===== src/hdl/dblm_pkg.sv =====
// Package for the decaying byte-load meter: field widths, constants,
// register indexes and the sequencer state type. No dependencies.
package dblm_pkg;

   localparam int VALUE_W    = 32;
   localparam int LEVEL_W    = 22;
   localparam int LEN_W      = 16;
   localparam int SEC_W      = 32;
   localparam int USEC_W     = 20;
   localparam int PCT_W      = 7;
   localparam int CSR_ADDR_W = 1;
   localparam int CSR_DATA_W = 20;

   // Elapsed intervals at or beyond this count clear the value
   localparam int MAX_DECAY_STEPS = 50;
   localparam int STEP_W          = $clog2(MAX_DECAY_STEPS + 1);

   localparam int PERCENT_SCALE = 100;
   localparam int LEVEL_DIVISOR = 1857;
   // 41/4096 slightly over 1/100: estimate is the true digit or one above
   localparam int RECIP_100     = 41;
   localparam int RECIP_SHIFT   = 12;

   // Product value * percent is padded to whole nibbles for the divider
   localparam int PROD_W     = VALUE_W + PCT_W;
   localparam int DIGIT_W    = 4;
   localparam int DIV_DIGITS = (PROD_W + DIGIT_W - 1) / DIGIT_W;
   localparam int SHIFT_W    = DIV_DIGITS * DIGIT_W;
   localparam int R100_W     = $clog2(PERCENT_SCALE);
   localparam int RLVL_W     = $clog2(LEVEL_DIVISOR);
   localparam int DCNT_W     = $clog2(VALUE_W);

   localparam logic [PCT_W-1:0]  DECAY_PERCENT_RESET = PCT_W'(50);
   localparam logic [USEC_W-1:0] INTERVAL_USEC_RESET = USEC_W'(1000);
   localparam logic [VALUE_W-1:0] VALUE_MAX          = '1;

   localparam logic CMD_PACKET = 1'b0;
   localparam logic CMD_QUERY  = 1'b1;

   localparam logic [CSR_ADDR_W-1:0] CSR_DECAY_PERCENT = CSR_ADDR_W'(0);
   localparam logic [CSR_ADDR_W-1:0] CSR_INTERVAL_USEC = CSR_ADDR_W'(1);

   typedef enum logic [2:0] {
      ST_IDLE,
      ST_QUOT,
      ST_MUL,
      ST_DIV,
      ST_LVL_LOAD,
      ST_LEVEL,
      ST_DONE
   } dblm_state_type;

endpackage


===== src/hdl/dblm_if.sv =====
// Channel interfaces of the decaying byte-load meter: request, response
// and register write. Depends on dblm_pkg for the field widths.
interface dblm_req_if import dblm_pkg::*; ();
   logic                 valid;
   logic                 ready;
   logic                 cmd;
   logic [LEN_W-1:0]     packet_length;
   logic [SEC_W-1:0]     now_seconds;
   logic [USEC_W-1:0]    now_microseconds;

   modport source (output valid, cmd, packet_length, now_seconds, now_microseconds,
                   input ready);
   modport sink   (input valid, cmd, packet_length, now_seconds, now_microseconds,
                   output ready);
endinterface

interface dblm_rsp_if import dblm_pkg::*; ();
   logic                 valid;
   logic                 ready;
   logic [VALUE_W-1:0]   load_value;
   logic [LEVEL_W-1:0]   load_level;

   modport source (output valid, load_value, load_level, input ready);
   modport sink   (input valid, load_value, load_level, output ready);
endinterface

interface dblm_csr_if import dblm_pkg::*; ();
   logic                   valid;
   logic                   ready;
   logic [CSR_ADDR_W-1:0]  addr;
   logic [CSR_DATA_W-1:0]  data;

   modport source (output valid, addr, data, input ready);
   modport sink   (input valid, addr, data, output ready);
endinterface


===== src/hdl/decaying_byte_load_meter.sv =====
// Top level of the decaying byte-load meter: sequencer, interval counter,
// nibble-serial decay divider and bit-serial level divider.
// Depends on dblm_pkg and the channel interfaces in dblm_if.sv.
//
//  Channel    Dir  Handshake      Beat contents
//  req_chan   in   valid/ready    cmd, packet_length, now_seconds, now_microseconds
//  rsp_chan   out  valid/ready    load_value, load_level
//  csr_chan   in   valid/ready    addr (0 decay_percent, 1 interval_usec), data
//
// A beat runs from accept to result through ST_QUOT, which finds q = elapsed /
// interval (q < 50), then q + 1 decay steps, each a multiply in ST_MUL and a
// nibble-serial radix-16 divide in ST_DIV, then a restoring divider for the
// level in ST_LEVEL. A time jump or an overrun of 50 intervals clears the value.
// Reset is synchronous; no clearing pass. The result sits in an output
// register, so the next request is taken while the last result waits.
module decaying_byte_load_meter import dblm_pkg::*; (
   input  logic       clock,
   input  logic       reset,
   dblm_req_if.sink   req_chan,
   dblm_rsp_if.source rsp_chan,
   dblm_csr_if.sink   csr_chan
);

   dblm_state_type       state_ff, state_in;
   logic [PCT_W-1:0]     pct_ff, pct_in;
   logic [USEC_W-1:0]    intv_ff, intv_in;
   logic [VALUE_W-1:0]   acc_ff, acc_in;
   logic [SEC_W-1:0]     last_s_ff, last_s_in;
   logic [USEC_W-1:0]    last_us_ff, last_us_in;
   logic [USEC_W-1:0]    rem_ff, rem_in;
   logic [STEP_W-1:0]    step_ff, step_in;
   logic [SHIFT_W-1:0]   sh_ff, sh_in;
   logic [R100_W-1:0]    r100_ff, r100_in;
   logic [RLVL_W-1:0]    rlvl_ff, rlvl_in;
   logic [DCNT_W-1:0]    dig_ff, dig_in;
   logic                 rsp_valid_ff, rsp_valid_in;
   logic [VALUE_W-1:0]   out_value_ff, out_value_in;
   logic [LEVEL_W-1:0]   out_level_ff, out_level_in;

   logic [VALUE_W:0]     sum_wide;
   logic [VALUE_W-1:0]   sum_sat;
   logic [USEC_W-1:0]    intv_eff;
   logic [USEC_W-1:0]    elapsed;
   logic [PROD_W-1:0]    prod;
   logic [R100_W+DIGIT_W-1:0] div_r;
   logic [R100_W+DIGIT_W+6:0] div_est_wide;
   logic [DIGIT_W:0]     div_est;
   logic [DIGIT_W+R100_W:0] div_est_x100;
   logic [DIGIT_W-1:0]   div_q;
   logic [R100_W+DIGIT_W-1:0] div_q_x100;
   logic [SHIFT_W-1:0]   div_next;
   logic [RLVL_W:0]      lvl_t;
   logic                 lvl_ge;

   assign req_chan.ready      = (state_ff == ST_IDLE);
   assign csr_chan.ready      = 1'b1;
   assign rsp_chan.valid      = rsp_valid_ff;
   assign rsp_chan.load_value = out_value_ff;
   assign rsp_chan.load_level = out_level_ff;

   always_comb begin
      sum_wide = {1'b0, acc_ff} + (VALUE_W+1)'(req_chan.packet_length);
      sum_sat  = sum_wide[VALUE_W] ? VALUE_MAX : sum_wide[VALUE_W-1:0];
      intv_eff = (intv_ff == '0) ? USEC_W'(1) : intv_ff;
      elapsed  = req_chan.now_microseconds - last_us_ff;
      prod     = PROD_W'(acc_ff) * PROD_W'(pct_ff);

      // One radix-16 digit of (value * percent) / 100
      div_r        = {r100_ff, sh_ff[SHIFT_W-1 -: DIGIT_W]};
      div_est_wide = (R100_W+DIGIT_W+7)'(div_r) * (R100_W+DIGIT_W+7)'(RECIP_100);
      div_est      = div_est_wide[RECIP_SHIFT +: DIGIT_W+1];
      div_est_x100 = (DIGIT_W+R100_W+1)'(div_est) * (DIGIT_W+R100_W+1)'(PERCENT_SCALE);
      div_q        = (div_est_x100 > (DIGIT_W+R100_W+1)'(div_r)) ?
                     DIGIT_W'(div_est - 1'b1) : div_est[DIGIT_W-1:0];
      div_q_x100   = (R100_W+DIGIT_W)'(div_q) * (R100_W+DIGIT_W)'(PERCENT_SCALE);
      div_next     = {sh_ff[SHIFT_W-DIGIT_W-1:0], div_q};

      // One bit of value / 1857
      lvl_t  = {rlvl_ff, sh_ff[VALUE_W-1]};
      lvl_ge = (lvl_t >= (RLVL_W+1)'(LEVEL_DIVISOR));
   end

   always_comb begin
      state_in     = state_ff;
      pct_in       = pct_ff;
      intv_in      = intv_ff;
      acc_in       = acc_ff;
      last_s_in    = last_s_ff;
      last_us_in   = last_us_ff;
      rem_in       = rem_ff;
      step_in      = step_ff;
      sh_in        = sh_ff;
      r100_in      = r100_ff;
      rlvl_in      = rlvl_ff;
      dig_in       = dig_ff;
      rsp_valid_in = rsp_valid_ff;
      out_value_in = out_value_ff;
      out_level_in = out_level_ff;

      if (csr_chan.valid) begin
         unique case (csr_chan.addr)
            CSR_DECAY_PERCENT: pct_in  = csr_chan.data[PCT_W-1:0];
            CSR_INTERVAL_USEC: intv_in = csr_chan.data[USEC_W-1:0];
            default: ;
         endcase
      end

      if (rsp_valid_ff && rsp_chan.ready) begin
         rsp_valid_in = 1'b0;
      end

      unique case (state_ff)
         ST_IDLE: begin
            if (req_chan.valid) begin
               last_s_in  = req_chan.now_seconds;
               last_us_in = req_chan.now_microseconds;
               rem_in     = elapsed;
               step_in    = '0;
               if (req_chan.now_seconds > last_s_ff ||
                   req_chan.now_microseconds < last_us_ff) begin
                  acc_in   = '0;
                  state_in = ST_LVL_LOAD;
               end else begin
                  acc_in   = (req_chan.cmd == CMD_PACKET) ? sum_sat : acc_ff;
                  state_in = ST_QUOT;
               end
            end
         end
         ST_QUOT: begin
            // step_ff counts whole intervals in the elapsed time
            if (rem_ff >= intv_eff) begin
               if (step_ff == STEP_W'(MAX_DECAY_STEPS - 1)) begin
                  acc_in   = '0;
                  state_in = ST_LVL_LOAD;
               end else begin
                  rem_in  = rem_ff - intv_eff;
                  step_in = step_ff + 1'b1;
               end
            end else begin
               state_in = ST_MUL;
            end
         end
         ST_MUL: begin
            sh_in    = SHIFT_W'(prod);
            r100_in  = '0;
            dig_in   = '0;
            state_in = ST_DIV;
         end
         ST_DIV: begin
            sh_in   = div_next;
            r100_in = R100_W'(div_r - div_q_x100);
            dig_in  = dig_ff + 1'b1;
            if (dig_ff == DCNT_W'(DIV_DIGITS - 1)) begin
               acc_in = (|div_next[SHIFT_W-1:VALUE_W]) ? VALUE_MAX : div_next[VALUE_W-1:0];
               if (step_ff == '0) begin
                  state_in = ST_LVL_LOAD;
               end else begin
                  step_in  = step_ff - 1'b1;
                  state_in = ST_MUL;
               end
            end
         end
         ST_LVL_LOAD: begin
            sh_in    = SHIFT_W'(acc_ff);
            rlvl_in  = '0;
            dig_in   = '0;
            state_in = ST_LEVEL;
         end
         ST_LEVEL: begin
            rlvl_in = lvl_ge ? RLVL_W'(lvl_t - (RLVL_W+1)'(LEVEL_DIVISOR))
                             : lvl_t[RLVL_W-1:0];
            sh_in   = SHIFT_W'({sh_ff[VALUE_W-2:0], lvl_ge});
            dig_in  = dig_ff + 1'b1;
            if (dig_ff == DCNT_W'(VALUE_W - 1)) begin
               state_in = ST_DONE;
            end
         end
         ST_DONE: begin
            if (!rsp_valid_ff || rsp_chan.ready) begin
               rsp_valid_in = 1'b1;
               out_value_in = acc_ff;
               out_level_in = sh_ff[LEVEL_W-1:0];
               state_in     = ST_IDLE;
            end
         end
         default: state_in = ST_IDLE;
      endcase
   end

   always_ff @(posedge clock) begin
      if (reset) begin
         state_ff     <= ST_IDLE;
         pct_ff       <= DECAY_PERCENT_RESET;
         intv_ff      <= INTERVAL_USEC_RESET;
         acc_ff       <= '0;
         last_s_ff    <= '0;
         last_us_ff   <= '0;
         step_ff      <= '0;
         dig_ff       <= '0;
         rsp_valid_ff <= 1'b0;
      end else begin
         state_ff     <= state_in;
         pct_ff       <= pct_in;
         intv_ff      <= intv_in;
         acc_ff       <= acc_in;
         last_s_ff    <= last_s_in;
         last_us_ff   <= last_us_in;
         step_ff      <= step_in;
         dig_ff       <= dig_in;
         rsp_valid_ff <= rsp_valid_in;
      end
   end

   always_ff @(posedge clock) begin
      rem_ff       <= rem_in;
      sh_ff        <= sh_in;
      r100_ff      <= r100_in;
      rlvl_ff      <= rlvl_in;
      out_value_ff <= out_value_in;
      out_level_ff <= out_level_in;
   end

endmodule

===== src/flat_wrapper.sv =====
// flat-port wrapper written by rule: the top's interface ports become plain ports
module decaying_byte_load_meter_flat import dblm_pkg::*;
  (clock, reset, req_chan_valid, req_chan_cmd, req_chan_packet_length, req_chan_now_seconds, req_chan_now_microseconds, req_chan_ready, rsp_chan_valid, rsp_chan_load_value, rsp_chan_load_level, rsp_chan_ready, csr_chan_valid, csr_chan_addr, csr_chan_data, csr_chan_ready);
  dblm_req_if req_chan_i ();
  dblm_rsp_if rsp_chan_i ();
  dblm_csr_if csr_chan_i ();
  input  logic clock;
  input  logic reset;
  input wire logic [$bits(req_chan_i.valid)-1:0] req_chan_valid;
  input wire logic [$bits(req_chan_i.cmd)-1:0] req_chan_cmd;
  input wire logic [$bits(req_chan_i.packet_length)-1:0] req_chan_packet_length;
  input wire logic [$bits(req_chan_i.now_seconds)-1:0] req_chan_now_seconds;
  input wire logic [$bits(req_chan_i.now_microseconds)-1:0] req_chan_now_microseconds;
  output wire logic [$bits(req_chan_i.ready)-1:0] req_chan_ready;
  output wire logic [$bits(rsp_chan_i.valid)-1:0] rsp_chan_valid;
  output wire logic [$bits(rsp_chan_i.load_value)-1:0] rsp_chan_load_value;
  output wire logic [$bits(rsp_chan_i.load_level)-1:0] rsp_chan_load_level;
  input wire logic [$bits(rsp_chan_i.ready)-1:0] rsp_chan_ready;
  input wire logic [$bits(csr_chan_i.valid)-1:0] csr_chan_valid;
  input wire logic [$bits(csr_chan_i.addr)-1:0] csr_chan_addr;
  input wire logic [$bits(csr_chan_i.data)-1:0] csr_chan_data;
  output wire logic [$bits(csr_chan_i.ready)-1:0] csr_chan_ready;
  assign req_chan_i.valid = req_chan_valid;
  assign req_chan_i.cmd = req_chan_cmd;
  assign req_chan_i.packet_length = req_chan_packet_length;
  assign req_chan_i.now_seconds = req_chan_now_seconds;
  assign req_chan_i.now_microseconds = req_chan_now_microseconds;
  assign req_chan_ready = req_chan_i.ready;
  assign rsp_chan_valid = rsp_chan_i.valid;
  assign rsp_chan_load_value = rsp_chan_i.load_value;
  assign rsp_chan_load_level = rsp_chan_i.load_level;
  assign rsp_chan_i.ready = rsp_chan_ready;
  assign csr_chan_i.valid = csr_chan_valid;
  assign csr_chan_i.addr = csr_chan_addr;
  assign csr_chan_i.data = csr_chan_data;
  assign csr_chan_ready = csr_chan_i.ready;
  decaying_byte_load_meter u_core (.clock(clock), .reset(reset), .req_chan(req_chan_i), .rsp_chan(rsp_chan_i), .csr_chan(csr_chan_i));
endmodule

===== config.mk =====
export PLATFORM = sky130hd
export DESIGN_NAME = decaying_byte_load_meter_flat
export DESIGN_NICKNAME = d
export VERILOG_FILES = /design/src/hdl/dblm_pkg.sv /design/src/hdl/dblm_if.sv /design/src/hdl/decaying_byte_load_meter.sv /design/src/flat_wrapper.sv
export SDC_FILE = /design/constraint.sdc
export NUM_CORES = 1
export LEC_CHECK = 0
export ABC_AREA = 1
export BUFFER_PORTS_ARGS = -buffer_cell sky130_fd_sc_hd__buf_4
export CAP_MARGIN = 10
export CORE_UTILIZATION = 57
export DETAILED_ROUTE_END_ITERATION = 7
export PLACE_DENSITY = 0.79
export SETUP_SLACK_MARGIN = 0.15
export SLEW_MARGIN = 15
export SYNTH_ARGS = -nofsm -noshare
export SYNTH_HDL_FRONTEND = slang
export SYNTH_SLANG_ARGS = --single-unit
export TNS_END_PERCENT = 100

===== constraint.sdc =====
create_clock -name clock -period 6.8 [get_ports clock]
set_input_delay 0.34 -clock clock [delete_from_list [all_inputs] [get_ports clock]]
set_output_delay 0.34 -clock clock [all_outputs]
set_load 0.02 [all_outputs]

==> flow_summary.yaml <==
outcome:
  status: "finished, violations left"
  violations: "DRC"
sta:
  slew_headroom_pct: 27.6
  fmax_mhz: 149
  hold_viol: 0
  setup_slack_ns: 0.0849
  post-route-min-period_ns: 6.72
  fin_hold_ws_ns: 0.0369
  skew_ns: 0.0217
  setup_viol: 0
  rsz0062_at_grt: "true"
  slew_viol_final: 0
  worstMarginPinSlew_ns: 1.09
  final.period_utilization_pct: 98.8
yosys:
  yosys_warnings: 0
  syn_area_mm2: 0.0239
  syn_avg_cell_area_um2: 7.49
  synth_compound_area_share_pct: 14.5
  synthXorXnorAreaFrac_pct: 1.94
  synth_seq_cells: 258
  ys.flop_type: "edfxtp_1"
  ys_types: 56
  synth-adder-area-share_pct: 24.8
  synthesis.nets: 3662
  synth_edf_count: 132
  synthMuxAreaShare_pct: 0.0839
  yosysSeqAreaShare_pct: 27.2
  synth-simple-area-share_pct: 21.5
  synth_top_family_by_area: "adder cells"
  syn_inst: 3189
  async_flop_share_pct: 0
hold_path:
  min-delay-start: "csr_chan_data[1]"
  hold_path_class: "input pin to flop"
  whs_path_depth: 3
  worst_hold_path.endpoint: "u_core.pct_ff[1]"
floorplanning:
  start_util_pct: 58.1
  io_pins: 152
  core-area_mm2: 0.0411
  placementRows: 74
  die_area_mm2: 0.0427
  die_h_um: 207
  die_w_um: 207
final_layout:
  n_fill_cell: 3482
  area_growth_pct: 13.9
  drive_above_1_share_pct: 10.8
  stdcell_count: 3868
  seq_area_mm2: 0.00649
  final_core_util_pct: 66.1
  multi_input_comb_area_mm2: 0.0156
  n_antenna_cell: 0
  fin_nets: 3786
  final_cell_area_mm2: 0.0272
worst_setup_path:
  crit_arrival_ns: 7.12
  slowest_stage: "fa_1"
  r2r_start: "u_core.r100_ff[0]"
  endpoint_kind: "flop"
  startpoint_type: "flop"
  cpPeakStageDelay_ns: 0.55
  cp.required_ns: 7.21
  reg2reg_to: "u_core.r100_ff[5]"
  critPathMaxFanout: 4
  r2r_slack_ns: 0.08
  setup.worst_path.class: "flop to flop"
  reg2regPathDepth: 35
global_routing:
  grt_use_total_pct: 32.6
  antenna_found_initial: 1
  grt_pass1_vias: 21700
  grt-ovfl-total: 0
  grt_max_degree: 114
  grt_first_pass_wirelength_um: 111000
place:
  place_hpwl_um: 53000
  place_area_mm2: 0.0255
  gp_congestion: 0.975
  post-place-ws_ns: -0.199
  place_inst: 3789
  io_buffer_count: 150
detailed_routing:
  dr.first_iter.drc_count: 1963
  vias: 22500
  wl_um: 69600
  wl_per_cell_um: 18.0
  drtPass1Iterations: 8
  drtAntennaViolNets: 0
  viasPerCell: 5.81
  drc: 14
cts:
  cts_made_buffers: 29
  h-tree-depth: 1
  cts_tree: "yes"
  clk_pin_slew_ns: 0.06
  root_buffer: "clkbuf_16"
  ctsLongestPathBuffers: 3
  insertion_delay_ns: 0.57
  clock-sinks: 258
power_and_ir_drop:
  power.density_mw_per_mm2: 421
  ir_worst_vdd_mv: 0.221
  leakage_nw: 13.2
job:
  maxCapViolations: 0
==> metal layers <==
metal / vias up / wire length [um] / GRT usage, %
li1: 10700 / - / -
met1: 10600 / 29300 / 44.3
met2: 1076 / 32000 / 53.3
met3: 130 / 6820 / 6.73
met4: 2 / 1500 / 7.38
met5: - / 9 / 0
==> where the power goes <==
part / switching, mW / leakage [nW] / internal (mW) / total (mW)
clock: 0.664 / 0.457 / 0.902 / 1.57
combinational: 4.46 / 10.4 / 2.63 / 7.09
sequential: 0.488 / 2.29 / 2.30 / 2.79
total: 5.62 / 13.2 / 5.83 / 11.4
==> state kept, by name, indices dropped and copies added, names as in the netlist, 11 cells and up <==
name                        flops
u_core.rlvl_ff                 11
u_core.sh_ff                   40
u_core.rsp_chan.load_level     22
u_core.rsp_chan.load_value     32
u_core.rem_ff                  20
u_core.last_us_ff              20
u_core.intv_ff                 20
u_core.acc_ff                  32
u_core.last_s_ff               32
==> stage by stage <==
stage	power, mW	setup TNS (ns)
after floorplan	7.39	0
after global placement	9.00	-0.0251
after detailed placement	9.21	-0.269
after CTS	10.9	0
after global routing	12.4	-0.443
final	11.4	0
==> cells in the mapped netlist, types with 3 or more instances <==
library cell	count	share of area [%]
nand2_1	754	12
inv_1	490	7.7
a21oi_1	283	5.9
nor2_1	272	4.3
o21ai_0	219	4.6
ha_1	218	11
fa_1	160	13
edfxtp_1	132	17
dfxtp_1	126	11
clkbuf_1	99	1.6
nand3_1	88	1.8
nand4_1	51	1.3
nor3_1	42	0.88
xor2_1	32	1.2
xnor2_1	21	0.77
a31oi_1	14	0.37
o211ai_1	14	0.44
a21o_1	12	0.38
a221oi_1	12	0.44
o21ai_1	12	0.25
buf_2	11	0.23
a211oi_1	9	0.28
nand3b_1	9	0.28
nor4_1	9	0.24
o2111ai_1	9	0.33
o21bai_1	9	0.28
buf_1	8	0.13
o21a_1	8	0.25
o31ai_1	7	0.22
inv_2	6	0.094
o22ai_1	6	0.16
a21boi_0	4	0.13
and3_1	4	0.10
or2_2	4	0.10
and2_1	3	0.079
buf_4	3	0.094
buf_6	3	0.14
nand3_2	3	0.13
==> cells in the final DEF, fill, tap and decap left out, types with 7 or more instances in the layout <==
master	count
nand3_1	85
edfxtp_1	132
a221oi_1	12
inv_1	485
ha_4	28
clkbuf_16	30
a31oi_1	14
o211ai_1	14
nand2_2	17
nand4_1	51
o31ai_1	7
xnor2_1	21
o21bai_1	8
xor2_1	30
nand3b_1	9
nand2_1	734
inv_2	8
nor3_1	40
a21o_1	12
fa_1	158
nor4_1	8
o21ai_0	219
buf_4	211
a21oi_1	281
a211oi_1	7
ha_1	189
o21ai_1	11
nor2_1	265
clkbuf_1	12
dfxtp_1	126
o2111ai_1	9
o21a_1	8
==> kinds of logic (layout without fill, tap and decap cells) <==
group	Yosys count	after routing
simple gates	1248	1248
compound gates	628	628
buf+inv	621	768
fa+ha+maj	378	378
flops	258	258
xor+xnor	53	53
mux	2	2
other cells	1	1
==> final cells by class <==
class | instances | share of cell area, %
Clock buffer | 43 | 2.98
Clock inverter | 11 | 0.433
Sequential cell | 258 | 23.9
Tap cell | 532 | 2.45
Timing Repair Buffer | 218 | 6.10
Multi-Input combinational cell | 2310 | 57.3
Inverter | 496 | 6.87
==> how the worst max path moves through the flow <==
| stage | startpoint | endpoint | slack, ns | depth (start not counted) |
|---|---|---|---|---|
| 4_1_cts | u_core.sh_ff[39] | u_core.r100_ff[6] | 0.15 | 40 |
| 2_1_floorplan | u_core.sh_ff[39] | u_core.r100_ff[6] | 0.32 | 36 |
| 3_5_place_dp | u_core.sh_ff[37] | u_core.r100_ff[6] | -0.20 | 37 |
| 3_3_place_gp | u_core.r100_ff[1] | u_core.r100_ff[6] | -0.03 | 36 |
| 6_report | u_core.r100_ff[0] | u_core.r100_ff[5] | 0.08 | 35 |
| 5_1_grt | u_core.r100_ff[0] | u_core.r100_ff[5] | -0.24 | 37 |
==> worst max-delay path: cells and delay by family, from the launching register on <==
family / cells / cell delay, ns
adder cells (fa/ha/maj): 9 / 2.85
AND/OR/NAND/NOR: 17 / 1.84
AO/OA/AOI/OAI: 4 / 0.86
flip-flops: 1 / 0.49
buffers and inverters: 4 / 0.37
XOR/XNOR: 1 / 0.15
==> repair_timing <==
item,in CTS,in global routing
endpoints found under the hold margin,3,0
endpoints found under the setup margin,2,4
pin swaps,7,47
buffers inserted,3,19
gates cloned,0,0
hold buffers,3,0
resized for setup,18,75
Power figures use the tool's default switching activity.
